[config.mk]
export PLATFORM = sky130hd
export DESIGN_NAME = triangle_setpoint_generator
export DESIGN_NICKNAME = d
export VERILOG_FILES = /design/src/rtl/tsg_pkg.sv /design/src/rtl/tsg_regs.sv /design/src/rtl/triangle_setpoint_generator.sv
export VERILOG_INCLUDE_DIRS = /design/src /design/src/rtl
export SDC_FILE = /design/constraint.sdc
export NUM_CORES = 1
export LEC_CHECK = 0
export ABC_AREA = 1
export ABC_CLOCK_PERIOD_IN_PS = 13700
export BUFFER_PORTS_ARGS = -buffer_cell sky130_fd_sc_hd__buf_4
export CAP_MARGIN = 10
export CORE_MARGIN = 5
export CORE_UTILIZATION = 40
export DETAILED_ROUTE_END_ITERATION = 8
export PLACE_DENSITY = 0.62
export SYNTH_ARGS = -nofsm -noshare
export SYNTH_HDL_FRONTEND = slang
export SYNTH_SLANG_ARGS = --single-unit
[constraint.sdc]
create_clock -name clk -period 13.7 [get_ports clk]
set_input_delay 0.685 -clock clk [delete_from_list [all_inputs] [get_ports clk]]
set_output_delay 0.685 -clock clk [all_outputs]
set_load 0.03 [all_outputs]
[src/rtl/triangle_setpoint_generator_defines.svh]
// ----------------------------------------------------------------------------
// Triangle setpoint generator assertion macros
// Concurrent check helpers, empty when SYNTH is defined.
// ----------------------------------------------------------------------------
`ifndef TRIANGLE_SETPOINT_GENERATOR_DEFINES_SVH
`define TRIANGLE_SETPOINT_GENERATOR_DEFINES_SVH

`ifndef SYNTH
`define TSG_ASSERT_SAME(lbl, ck, rstn, ante, cons) \
  lbl: assert property (@(posedge ck) disable iff (!rstn) (ante) |-> (cons)) \
    else $error("tsg: same-cycle check failed");
`define TSG_ASSERT_NEXT(lbl, ck, rstn, ante, cons) \
  lbl: assert property (@(posedge ck) disable iff (!rstn) (ante) |=> (cons)) \
    else $error("tsg: next-cycle check failed");
`else
`define TSG_ASSERT_SAME(lbl, ck, rstn, ante, cons)
`define TSG_ASSERT_NEXT(lbl, ck, rstn, ante, cons)
`endif

`endif

[src/rtl/tsg_pkg.sv]
// ----------------------------------------------------------------------------
// Triangle setpoint generator package
// Widths, request codes, register map and payload types.
// ----------------------------------------------------------------------------
package tsg_pkg;

  localparam int FULL_SPAN_DEF = 4095;

  localparam int KIND_W     = 2;
  localparam int START_W    = 16;
  localparam int SETPOINT_W = 12;
  localparam int BOUND_W    = 12;
  localparam int STEP_W     = 16;
  localparam int PERIOD_W   = 16;
  localparam int SUM_W      = 17;
  localparam int PADDR_W    = 4;
  localparam int PDATA_W    = 32;
  localparam int REG_IDX_W  = 2;

  localparam logic [KIND_W-1:0] KIND_TICK   = 2'd0;
  localparam logic [KIND_W-1:0] KIND_ARM    = 2'd1;
  localparam logic [KIND_W-1:0] KIND_DISARM = 2'd2;

  localparam logic [REG_IDX_W-1:0] REG_MIN_LEVEL      = 2'd0;
  localparam logic [REG_IDX_W-1:0] REG_MAX_LEVEL      = 2'd1;
  localparam logic [REG_IDX_W-1:0] REG_STEP_SIZE      = 2'd2;
  localparam logic [REG_IDX_W-1:0] REG_ADVANCE_PERIOD = 2'd3;

  localparam logic [BOUND_W-1:0]  MIN_LEVEL_RST      = 12'd0;
  localparam logic [BOUND_W-1:0]  MAX_LEVEL_RST      = 12'd4095;
  localparam logic [STEP_W-1:0]   STEP_SIZE_RST      = 16'd32;
  localparam logic [PERIOD_W-1:0] ADVANCE_PERIOD_RST = 16'd5000;

  typedef struct packed {
    logic [KIND_W-1:0]  kind;
    logic [START_W-1:0] start_value;
  } tsg_in_t;

  typedef struct packed {
    logic [SETPOINT_W-1:0] setpoint;
    logic                  running;
  } tsg_out_t;

  typedef struct packed {
    logic [BOUND_W-1:0]  min_level;
    logic [BOUND_W-1:0]  max_level;
    logic [STEP_W-1:0]   step_size;
    logic [PERIOD_W-1:0] advance_period;
  } tsg_cfg_t;

endpackage

[src/rtl/tsg_regs.sv]
// ----------------------------------------------------------------------------
// Triangle setpoint generator register file
// APB-style write and read access to the four configuration registers.
// ----------------------------------------------------------------------------
module tsg_regs (
  input  logic                        clk,
  input  logic                        rst_n,
  input  logic                        psel,
  input  logic                        penable,
  input  logic                        pwrite,
  input  logic [tsg_pkg::PADDR_W-1:0] paddr,
  input  logic [tsg_pkg::PDATA_W-1:0] pwdata,
  output logic [tsg_pkg::PDATA_W-1:0] prdata,
  output logic                        pready,
  output tsg_pkg::tsg_cfg_t           cfg
);

  tsg_pkg::tsg_cfg_t                   cfg_r;
  tsg_pkg::tsg_cfg_t                   cfg_nxt;
  logic                                wr_en;
  logic [tsg_pkg::REG_IDX_W-1:0]       reg_idx;

  assign pready  = 1'b1;
  assign wr_en   = psel && penable && pwrite && pready;
  assign reg_idx = paddr[tsg_pkg::PADDR_W-1:2];

  always_comb begin
    cfg_nxt = cfg_r;
    if (wr_en) begin
      unique case (reg_idx)
        tsg_pkg::REG_MIN_LEVEL:      cfg_nxt.min_level      = pwdata[tsg_pkg::BOUND_W-1:0];
        tsg_pkg::REG_MAX_LEVEL:      cfg_nxt.max_level      = pwdata[tsg_pkg::BOUND_W-1:0];
        tsg_pkg::REG_STEP_SIZE:      cfg_nxt.step_size      = pwdata[tsg_pkg::STEP_W-1:0];
        tsg_pkg::REG_ADVANCE_PERIOD: cfg_nxt.advance_period = pwdata[tsg_pkg::PERIOD_W-1:0];
        default:                     cfg_nxt = cfg_r;
      endcase
    end
  end

  always_ff @(posedge clk) begin
    if (!rst_n) begin
      cfg_r.min_level      <= tsg_pkg::MIN_LEVEL_RST;
      cfg_r.max_level      <= tsg_pkg::MAX_LEVEL_RST;
      cfg_r.step_size      <= tsg_pkg::STEP_SIZE_RST;
      cfg_r.advance_period <= tsg_pkg::ADVANCE_PERIOD_RST;
    end else begin
      cfg_r <= cfg_nxt;
    end
  end

  always_comb begin
    unique case (reg_idx)
      tsg_pkg::REG_MIN_LEVEL:      prdata = tsg_pkg::PDATA_W'(cfg_r.min_level);
      tsg_pkg::REG_MAX_LEVEL:      prdata = tsg_pkg::PDATA_W'(cfg_r.max_level);
      tsg_pkg::REG_STEP_SIZE:      prdata = tsg_pkg::PDATA_W'(cfg_r.step_size);
      tsg_pkg::REG_ADVANCE_PERIOD: prdata = tsg_pkg::PDATA_W'(cfg_r.advance_period);
      default:                     prdata = '0;
    endcase
  end

  assign cfg = cfg_r;

endmodule

[src/rtl/triangle_setpoint_generator.sv]
// ----------------------------------------------------------------------------
// Triangle setpoint generator
// Pipeline: an accepted request enters the input register, its result the result register.
// Throughput: one request per cycle when not stalled; level/tick update is adds and compares.
// Reset: synchronous; level to half span, rising, disarmed, tick count and registers
// to their defaults, both pipeline registers empty.
// ----------------------------------------------------------------------------
`include "triangle_setpoint_generator_defines.svh"

module triangle_setpoint_generator #(
  parameter int FULL_SPAN = tsg_pkg::FULL_SPAN_DEF
) (
  input  logic                        clk,
  input  logic                        rst_n,
  input  logic                        in_valid,
  output logic                        in_stall,
  input  tsg_pkg::tsg_in_t            in_data,
  output logic                        out_valid,
  input  logic                        out_stall,
  output tsg_pkg::tsg_out_t           out_data,
  input  logic                        psel,
  input  logic                        penable,
  input  logic                        pwrite,
  input  logic [tsg_pkg::PADDR_W-1:0] paddr,
  input  logic [tsg_pkg::PDATA_W-1:0] pwdata,
  output logic [tsg_pkg::PDATA_W-1:0] prdata,
  output logic                        pready
);

  localparam int SPAN_W  = $clog2(FULL_SPAN + 1);
  localparam int LEVEL_W = (SPAN_W > tsg_pkg::SETPOINT_W) ? SPAN_W : tsg_pkg::SETPOINT_W;
  localparam int SUM_W   = tsg_pkg::SUM_W;

  tsg_pkg::tsg_cfg_t                  cfg;

  logic                               s1_valid_r;
  logic                               s1_valid_nxt;
  tsg_pkg::tsg_in_t                   s1_data_r;
  logic                               out_valid_r;
  logic                               out_valid_nxt;
  tsg_pkg::tsg_out_t                  out_data_r;
  tsg_pkg::tsg_out_t                  out_data_nxt;

  logic [LEVEL_W-1:0]                 level_r;
  logic [LEVEL_W-1:0]                 level_nxt;
  logic [tsg_pkg::PERIOD_W-1:0]       tick_r;
  logic [tsg_pkg::PERIOD_W-1:0]       tick_nxt;
  logic                               rising_r;
  logic                               rising_nxt;
  logic                               enabled_r;
  logic                               enabled_nxt;

  logic                               out_free;
  logic                               adv;
  logic                               in_acc;
  logic [tsg_pkg::BOUND_W-1:0]        lo;
  logic [tsg_pkg::BOUND_W-1:0]        hi;
  logic [tsg_pkg::STEP_W-1:0]         st;
  logic [tsg_pkg::PERIOD_W-1:0]       per;
  logic [LEVEL_W-1:0]                 start_clamp;
  logic [tsg_pkg::PERIOD_W-1:0]       tick_inc;
  logic [SUM_W-1:0]                   lvl_x;
  logic [SUM_W-1:0]                   up_sum;
  logic [SUM_W-1:0]                   lo_sum;
  logic [SUM_W-1:0]                   lo_x;
  logic [SUM_W-1:0]                   hi_x;
  logic [LEVEL_W-1:0]                 step_level;
  logic                               step_rising;

  tsg_regs u_regs (
    .clk     (clk),
    .rst_n   (rst_n),
    .psel    (psel),
    .penable (penable),
    .pwrite  (pwrite),
    .paddr   (paddr),
    .pwdata  (pwdata),
    .prdata  (prdata),
    .pready  (pready),
    .cfg     (cfg)
  );

  assign out_free = !out_valid_r || !out_stall;
  assign adv      = s1_valid_r && out_free;
  assign in_stall = s1_valid_r && !out_free;
  assign in_acc   = in_valid && !in_stall;

  assign s1_valid_nxt  = in_acc ? 1'b1 : (adv ? 1'b0 : s1_valid_r);
  assign out_valid_nxt = adv ? 1'b1 : (out_stall ? out_valid_r : 1'b0);

  always_comb begin
    if (cfg.min_level > cfg.max_level) begin
      lo = cfg.max_level;
      hi = cfg.min_level;
    end else begin
      lo = cfg.min_level;
      hi = cfg.max_level;
    end
  end

  assign st  = (cfg.step_size == '0) ? tsg_pkg::STEP_W'(1) : cfg.step_size;
  assign per = (cfg.advance_period == '0) ? tsg_pkg::PERIOD_W'(1) : cfg.advance_period;

  assign start_clamp = (s1_data_r.start_value > tsg_pkg::START_W'(FULL_SPAN))
                       ? LEVEL_W'(FULL_SPAN) : LEVEL_W'(s1_data_r.start_value);

  assign tick_inc = tick_r + tsg_pkg::PERIOD_W'(1);

  assign lvl_x  = SUM_W'(level_r);
  assign lo_x   = SUM_W'(lo);
  assign hi_x   = SUM_W'(hi);
  assign up_sum = lvl_x + SUM_W'(st);
  assign lo_sum = lo_x + SUM_W'(st);

  always_comb begin
    if (rising_r) begin
      if (up_sum >= hi_x) begin
        step_level  = LEVEL_W'(hi);
        step_rising = 1'b0;
      end else begin
        step_level  = LEVEL_W'(up_sum);
        step_rising = 1'b1;
      end
    end else begin
      if (lvl_x <= lo_sum) begin
        step_level  = LEVEL_W'(lo);
        step_rising = 1'b1;
      end else begin
        step_level  = LEVEL_W'(lvl_x - SUM_W'(st));
        step_rising = 1'b0;
      end
    end
  end

  always_comb begin
    level_nxt   = level_r;
    tick_nxt    = tick_r;
    rising_nxt  = rising_r;
    enabled_nxt = enabled_r;
    if (adv) begin
      unique case (s1_data_r.kind)
        tsg_pkg::KIND_ARM: begin
          level_nxt   = start_clamp;
          tick_nxt    = '0;
          enabled_nxt = 1'b1;
          priority if (SUM_W'(start_clamp) <= lo_x) begin
            rising_nxt = 1'b1;
          end else if (SUM_W'(start_clamp) >= hi_x) begin
            rising_nxt = 1'b0;
          end else begin
            rising_nxt = 1'b1;
          end
        end
        tsg_pkg::KIND_DISARM: begin
          enabled_nxt = 1'b0;
        end
        tsg_pkg::KIND_TICK: begin
          if (enabled_r) begin
            if (tick_inc >= per) begin
              tick_nxt   = '0;
              level_nxt  = step_level;
              rising_nxt = step_rising;
            end else begin
              tick_nxt = tick_inc;
            end
          end
        end
        default: begin
          level_nxt = level_r;
        end
      endcase
    end
  end

  always_comb begin
    out_data_nxt = out_data_r;
    if (adv) begin
      out_data_nxt.setpoint = level_nxt[tsg_pkg::SETPOINT_W-1:0];
      out_data_nxt.running  = enabled_nxt;
    end
  end

  always_ff @(posedge clk) begin
    if (!rst_n) begin
      s1_valid_r  <= 1'b0;
      out_valid_r <= 1'b0;
      level_r     <= LEVEL_W'(FULL_SPAN / 2);
      tick_r      <= '0;
      rising_r    <= 1'b1;
      enabled_r   <= 1'b0;
    end else begin
      s1_valid_r  <= s1_valid_nxt;
      out_valid_r <= out_valid_nxt;
      level_r     <= level_nxt;
      tick_r      <= tick_nxt;
      rising_r    <= rising_nxt;
      enabled_r   <= enabled_nxt;
    end
  end

  always_ff @(posedge clk) begin
    if (in_acc) begin
      s1_data_r <= in_data;
    end
    out_data_r <= out_data_nxt;
  end

  assign out_valid = out_valid_r;
  assign out_data  = out_data_r;

  `TSG_ASSERT_NEXT(a_state_hold, clk, rst_n, !adv,
    $stable(level_r) && $stable(tick_r) && $stable(rising_r) && $stable(enabled_r))
  `TSG_ASSERT_NEXT(a_arm_clamped, clk, rst_n, adv && (s1_data_r.kind == tsg_pkg::KIND_ARM),
    enabled_r && (tick_r == '0) && (level_r <= LEVEL_W'(FULL_SPAN)))
  `TSG_ASSERT_NEXT(a_disarm_stops, clk, rst_n,
    adv && (s1_data_r.kind == tsg_pkg::KIND_DISARM), !enabled_r && !out_data_r.running)
  `TSG_ASSERT_SAME(a_stall_when_full, clk, rst_n, s1_valid_r && out_valid_r && out_stall,
    in_stall && !adv)

endmodule
Yosys cells after proc, flatten, opt, wreduce, memory -nomap -nowiden
Index checks and enable logic that the tools add are counted.

Register bits after elaboration: 119. Input port bits: 61. Output and inout bits: 48. Word-level logic and storage cells: 85.

Add/subtract/negate cells: 4. Multiplexer cells: 30. Magnitude comparators: 7. Reductions and logical operators: 22. Eq/ne operators: 8.

Operators with widths (number): 32-bit case mux with 4 select lines (1); 12-bit 2-to-1 mux (9); 16-bit 2-to-1 mux (4); 12-bit by 16-bit adder with 17-bit output (2); 16-bit zero test (2); 16-bit case mux with 2 select lines (1); 12-bit case mux with 2 select lines (1); 17-bit by 12-bit greater-or-equal comparator with 1-bit output (1); 12-bit by 17-bit <= comparator with 1-bit output (1); 16-bit by 1-bit adder with 16-bit output (second input constant) (1); 16-bit greater-or-equal comparator (1); 16-bit by 12-bit greater-than comparator with 1-bit output (second input constant) (1); 12-bit greater-or-equal comparator (1); 12-bit greater-than comparator (1); 12-bit <= comparator (1); 1-bit 2-to-1 mux (12); 12-bit subtractor (1); 2-bit AND reduction (4); 2-bit equality test (second input constant) (3); 1-bit logical AND (5); 2-bit by 1-bit equality test with 1-bit output (second input constant) (2); 1-bit zero test (4); 2-bit zero test (2); 2-bit != test (second input constant) (2); other kinds (6) (8).

Depth between registers and ports, before layout
Word-level depth: 10. Gate-level depth with buffers: 40. Gate-level depth less buffers: 38.

Hierarchy
Synthesis repeated with hierarchy kept, for this count alone.

Cell total of the unflattened synthesis: 1484. Area, all modules: 10050.9 um^2.

By module, submodules not included: triangle_setpoint_generator (sequential area each 1571.5 um^2, times used 1, cells each 1080, area an instance 7358.3 um^2); tsg_regs (sequential area each 1121.1 um^2, times used 1, cells each 404, area an instance 2692.6 um^2).

Least setup slack after synthesis
Ideal clock, no wire load.

Path kind: register to register. Start point: register u_regs.cfg_r, in the netlist u_regs.cfg[43]. End point: register out_data_r, in the netlist out_data[1] (data pin). Cell stages (with the launch flop): 36. Buffers on the path: 2. Setup slack: 9.281 ns. Library setup time: 0.259 ns. Required time: 13.441 ns. Data arrival time: 4.160 ns. Period minus slack after synthesis: 4.419 ns. Path through: dfxtp_1 inv_1 ha_1 nand2_1 nor3_1 nand2_1 nand3_1 nand2_1 clkbuf_1 nand2_1 o21ai_0 ha_1 fa_1 nand3_1 nand2_1 a21oi_1 xor2_1 ha_1 nand2_1 nor2_1 nand2_1 nand2_1 nand2_1 nand2_1 nand2_1 nand2_1 nand4_1 nor2_4 buf_6 nand2_1 nand3_1 nand3_1 nand2_1 nand2_1 nand2_1 o21ai_1.

Cells in the longest elaborated chain, start to end: 10. Elaborated cells on any way between the ends: 13. Those cells by class: add/sub: 1; order compare: 3; mux: 9.

RTL lines: start, declared (line tsg_regs.sv:18) `tsg_pkg::tsg_cfg_t cfg_r;`; start signal, assigned (line tsg_regs.sv:47) `cfg_r <= cfg_nxt;`; 12-bit greater-than comparator (line triangle_setpoint_generator.sv:92) `if (cfg.min_level > cfg.max_level) begin`; 12-bit 2-to-1 mux (line triangle_setpoint_generator.sv:92); 12-bit by 16-bit adder with 17-bit output (line triangle_setpoint_generator.sv:113) `assign lo_sum = lo_x + SUM_W'(st);`; 12-bit by 17-bit <= comparator with 1-bit output (line triangle_setpoint_generator.sv:125) `if (lvl_x <= lo_sum) begin`; 12-bit 2-to-1 mux (line triangle_setpoint_generator.sv:125); 12-bit 2-to-1 mux (*) (line triangle_setpoint_generator.sv:116) `if (rising_r) begin`; 12-bit 2-to-1 mux (*) (line triangle_setpoint_generator.sv:159) `if (tick_inc >= per) begin`; 12-bit 2-to-1 mux (*) (line triangle_setpoint_generator.sv:158) `if (enabled_r) begin`; 12-bit case mux with 2 select lines (*) (line triangle_setpoint_generator.sv:141) `unique case (s1_data_r.kind)`; 12-bit 2-to-1 mux (*) (line triangle_setpoint_generator.sv:140) `if (adv) begin`; named net level_nxt[0] (line triangle_setpoint_generator.sv:45) `logic [LEVEL_W-1:0] level_nxt;`; end signal, assigned (line triangle_setpoint_generator.sv:205) `out_data_r <= out_data_nxt;`; end, declared (line triangle_setpoint_generator.sv:41) `tsg_pkg::tsg_out_t out_data_r;`.

Mark *: on every way through the listed nets, which the timed path passes. The rest lies on a longest branch. A chain may end at the register's enable or synchronous reset.

Final worst setup path
Start point: register u_regs.cfg_r, in the netlist u_regs.cfg[43]. End point: register out_data_r, in the netlist out_data[8] (data pin).

The elaborated chain is that of the path after synthesis.

==> results.toml <==
[cts]
clk_pin_slew_worst_paths_ns = 0.06
cts.path.max_buffers = 2
cts-hold-fix-buffers = 0
cts-root-buf = "clkbuf_16"
cts_buffers = 17
ctsResizeCount = 0
clk_latency_ns = 0.43
htree_num_levels = 4
number_of_sinks_driven_by_the_clock_tree = 119
cts_setup_buffers = 0
cts_tree = "yes"

[sta]
timing.final.setup_violations = 0
final.setup_skew_ns = 0.0170
final_min_period_over_clock_period_pct = 45.4
hold_violations = 0
worst_slew_margin_rel_pct = 19.5
fmaxAchievable_ghz = 0.161
drv_slew = 0
finalCriticalPeriod_ns = 6.21
postLayoutSetupSlackWorst_ns = 7.49
timing.setup.tns_ns = 0
max_slew.worst_pin.slew_ns = 1.19
unrepaired_setup_endpoints_after_global_routing = "no"

[worst_setup_path]
cpMaxStageDelayCell = "o21ai_0"
path_class = "reg2reg"
arr_time_crit_path_ns = 6.41
critPathMaxStageDelay_ns = 0.94
critical_path_most_common_cell = "nand2_1"
crit_path_end_kind = "flip-flop"
critical_path_peak_fanout = 30
worst_setup_start_kind = "flip-flop"
required_ns = 13.89

[place]
place_congestion = 0.951
detailedPlace.worstSlack_ns = 7.66
dp.final_hpwl_mm = 24.8
port_buffers = 73
place.detailed.instances = 1716

[power_and_ir_drop]
final_total_power_mw = 1.05
ir_drop_v = 0.0000796
switching_power_uw = 333
power_leakage_nw = 5.08
share_seq_of_total_power_pct = 36.7
comb_power_share_pct = 20.2
p_int_uw = 714
clk_network_pwr_share_pct = 43.1
netSwitchingFraction_pct = 31.8
power_per_cell_area_mw_per_mm2 = 95.2

[flow_run]
maxCapViolations = 0

[floorplan]
io_pins = 109
die_h_um = 166
die-width_um = 166
fp.coreArea_mm2 = 0.0242
fp.dieArea_mm2 = 0.0276
initial_core_util_pct = 40.3
num_rows = 57

[logic_synthesis]
synth_area_mm2 = 0.00974
synth_edf_count = 31
synth.yosys.seq_area_share_pct = 27.6
syn_area_per_cell_um2 = 7.12
synth_top_cell_area_share_pct = 18.1
ys_warn_count = 0
netlist_top_cells_area = "dfxtp_1 18%, ha_1 15%, nand2_1 12%, edfxtp_1 9.6%, inv_1 5.6%"
synthCells = 1368
synthDistinctLibCells = 56
synth.top_cells.by_count = "314 x nand2_1, 145 x inv_1, 118 x nor2_1"
synth_ff_type = "dfxtp_1"
yosys.cell_count.top_type = "nand2_1"
yosys_register_bits = 119
yosys.area.top_type = "dfxtp_1"
async_flop_share_pct = 0

[drt]
drt-wirelength-per-cell_um = 17.9
first_pass_iters = 5
drt-total-wl_mm = 31.2
antenna_violating_nets_post_route = 0
first_iter_violations = 695
number_of_vias_in_the_routed_layout = 9259
remaining_drc_errors = 0
detail_routed_via_count_per_cell = 5.30

[final_layout]
layout.cells.non_filler = 1748
diodes = 0
area_delta_synth_final_pct = 12.8
finish.net_count = 1589
fill_cells = 2491
drive_gt1_share_pct = 12.3
final-seq-area_mm2 = 0.00269
multi_input_area_mm2 = 0.00614

[hold_path]
hold_path_class = "in2reg"

[grt]
grt_pass1_vias = 8741
track_usage_pct = 22.2
first_pass_grt_wire_length_mm = 48.7
grt_antenna_before_repair = 0
grt_start_max_net_pins = 69
global_route.overflow_total = 0

[run_status]
outcome = "finished clean"
sequential cells by signal, summed over array words and instances (netlist names):
signal,count
out_data,13
s1_valid_r,1
tick_r,16
level_r,12
rising_r,1
u_regs.cfg,56
out_valid,1
s1_data_r,18
enabled_r,1
path summary, 6_finish.rpt:
check	startpoint	to	slack (ns)	cells past startpoint
worst min register to register	u_regs.cfg[16]	u_regs.cfg[16]	0.48	2
worst max-delay path	u_regs.cfg[43]	out_data[8]	7.49	33
worst max register to register	u_regs.cfg[43]	out_data[8]	7.49	33
worst min-delay path	in_data[1]	s1_data_r[1]	0.43	1
layer usage:
metal	vias to the layer above	routed length (µm)	global-route usage (%)
li1	4647	-	-
met1	4276	14400	30.3
met2	288	14300	36.1
met3	48	1680	3.19
met4	0	788	7.46
met5	-	0	0
worst max-delay path: cells and delay by family, from the launching register on:
| family | cells | cell delay [ns] |
|---|---|---|
| adders and majority gates | 3 | 0.98 |
| xor gates and xnor gates | 1 | 0.14 |
| buffers and inverters | 3 | 0.51 |
| and+or+nand+nor | 23 | 2.68 |
| DFF | 1 | 0.36 |
| AOI/OAI and AO/OA | 3 | 1.29 |
power groups by stage:
stage          Sequential [mW]  Clock (mW)  Combinational [mW]
3_5_place_dp             0.392           0               0.208
5_1_grt                  0.386       0.472               0.234
2_1_floorplan            0.390           0               0.150
6_report                 0.384       0.451               0.211
3_3_place_gp             0.392           0               0.208
4_1_cts                  0.384       0.455               0.210
cells by family after synthesis:
kind of cell | synth area share, %
AO/OA/AOI/OAI | 17.7
XOR/XNOR | 3.78
adder cells (fa/ha/maj) | 15.3
buffers and inverters | 9.89
flip-flops | 27.6
other | 0.0771
AND/OR/NAND/NOR | 25.6
cells in the final DEF (no fill, tap or decap), types with 3 or more instances in the layout:
| cell | netlist | layout |
|---|---|---|
| nand2_1 | 314 | 314 |
| nor3_1 | 11 | 11 |
| nor4_1 | 7 | 7 |
| a211oi_1 | 4 | 4 |
| clkbuf_16 | 0 | 17 |
| inv_2 | 10 | 10 |
| o21ai_1 | 12 | 12 |
| or2_2 | 14 | 14 |
| o22ai_1 | 7 | 7 |
| a21oi_1 | 105 | 105 |
| inv_6 | 0 | 4 |
| conb_1 | 2 | 17 |
| dfxtp_1 | 88 | 88 |
| fa_1 | 3 | 3 |
| nand2_2 | 13 | 13 |
| edfxtp_1 | 31 | 31 |
| o21ai_0 | 81 | 81 |
| inv_1 | 145 | 145 |
| ha_1 | 114 | 114 |
| clkinv_2 | 0 | 3 |
| xor2_1 | 32 | 32 |
| o21a_1 | 3 | 3 |
| a21oi_2 | 7 | 7 |
| nand4_1 | 17 | 17 |
| o2111ai_1 | 11 | 11 |
| nor2_1 | 118 | 118 |
| xnor2_1 | 10 | 10 |
| nand3_1 | 68 | 68 |
| o211ai_1 | 23 | 23 |
| buf_4 | 19 | 79 |
| o211ai_2 | 4 | 4 |
| a22oi_1 | 14 | 14 |
per-stage QoR:
stage | area [µm²] | utilization, % | hold slack (ns)
finish | 11000 | 45.5 | 0.428
CTS | 11000 | 45.5 | 0.421
global placement | 10400 | 43.1 | 0.473
global route | 11000 | 45.5 | 0.416
detailed placement | 10400 | 43.1 | 0.476
floorplan | 9800 | - | 0.444
layout make-up:
cell class	count	share of cell area (%)
timing repair buffer	79	5.40
multi-input combinational	1039	55.9
clock buffer	18	3.91
clock inverter	14	1.34
sequential	119	24.5
tap	324	3.69
inverter	155	5.29
Note: power is estimated with default switching activity, not from simulation.
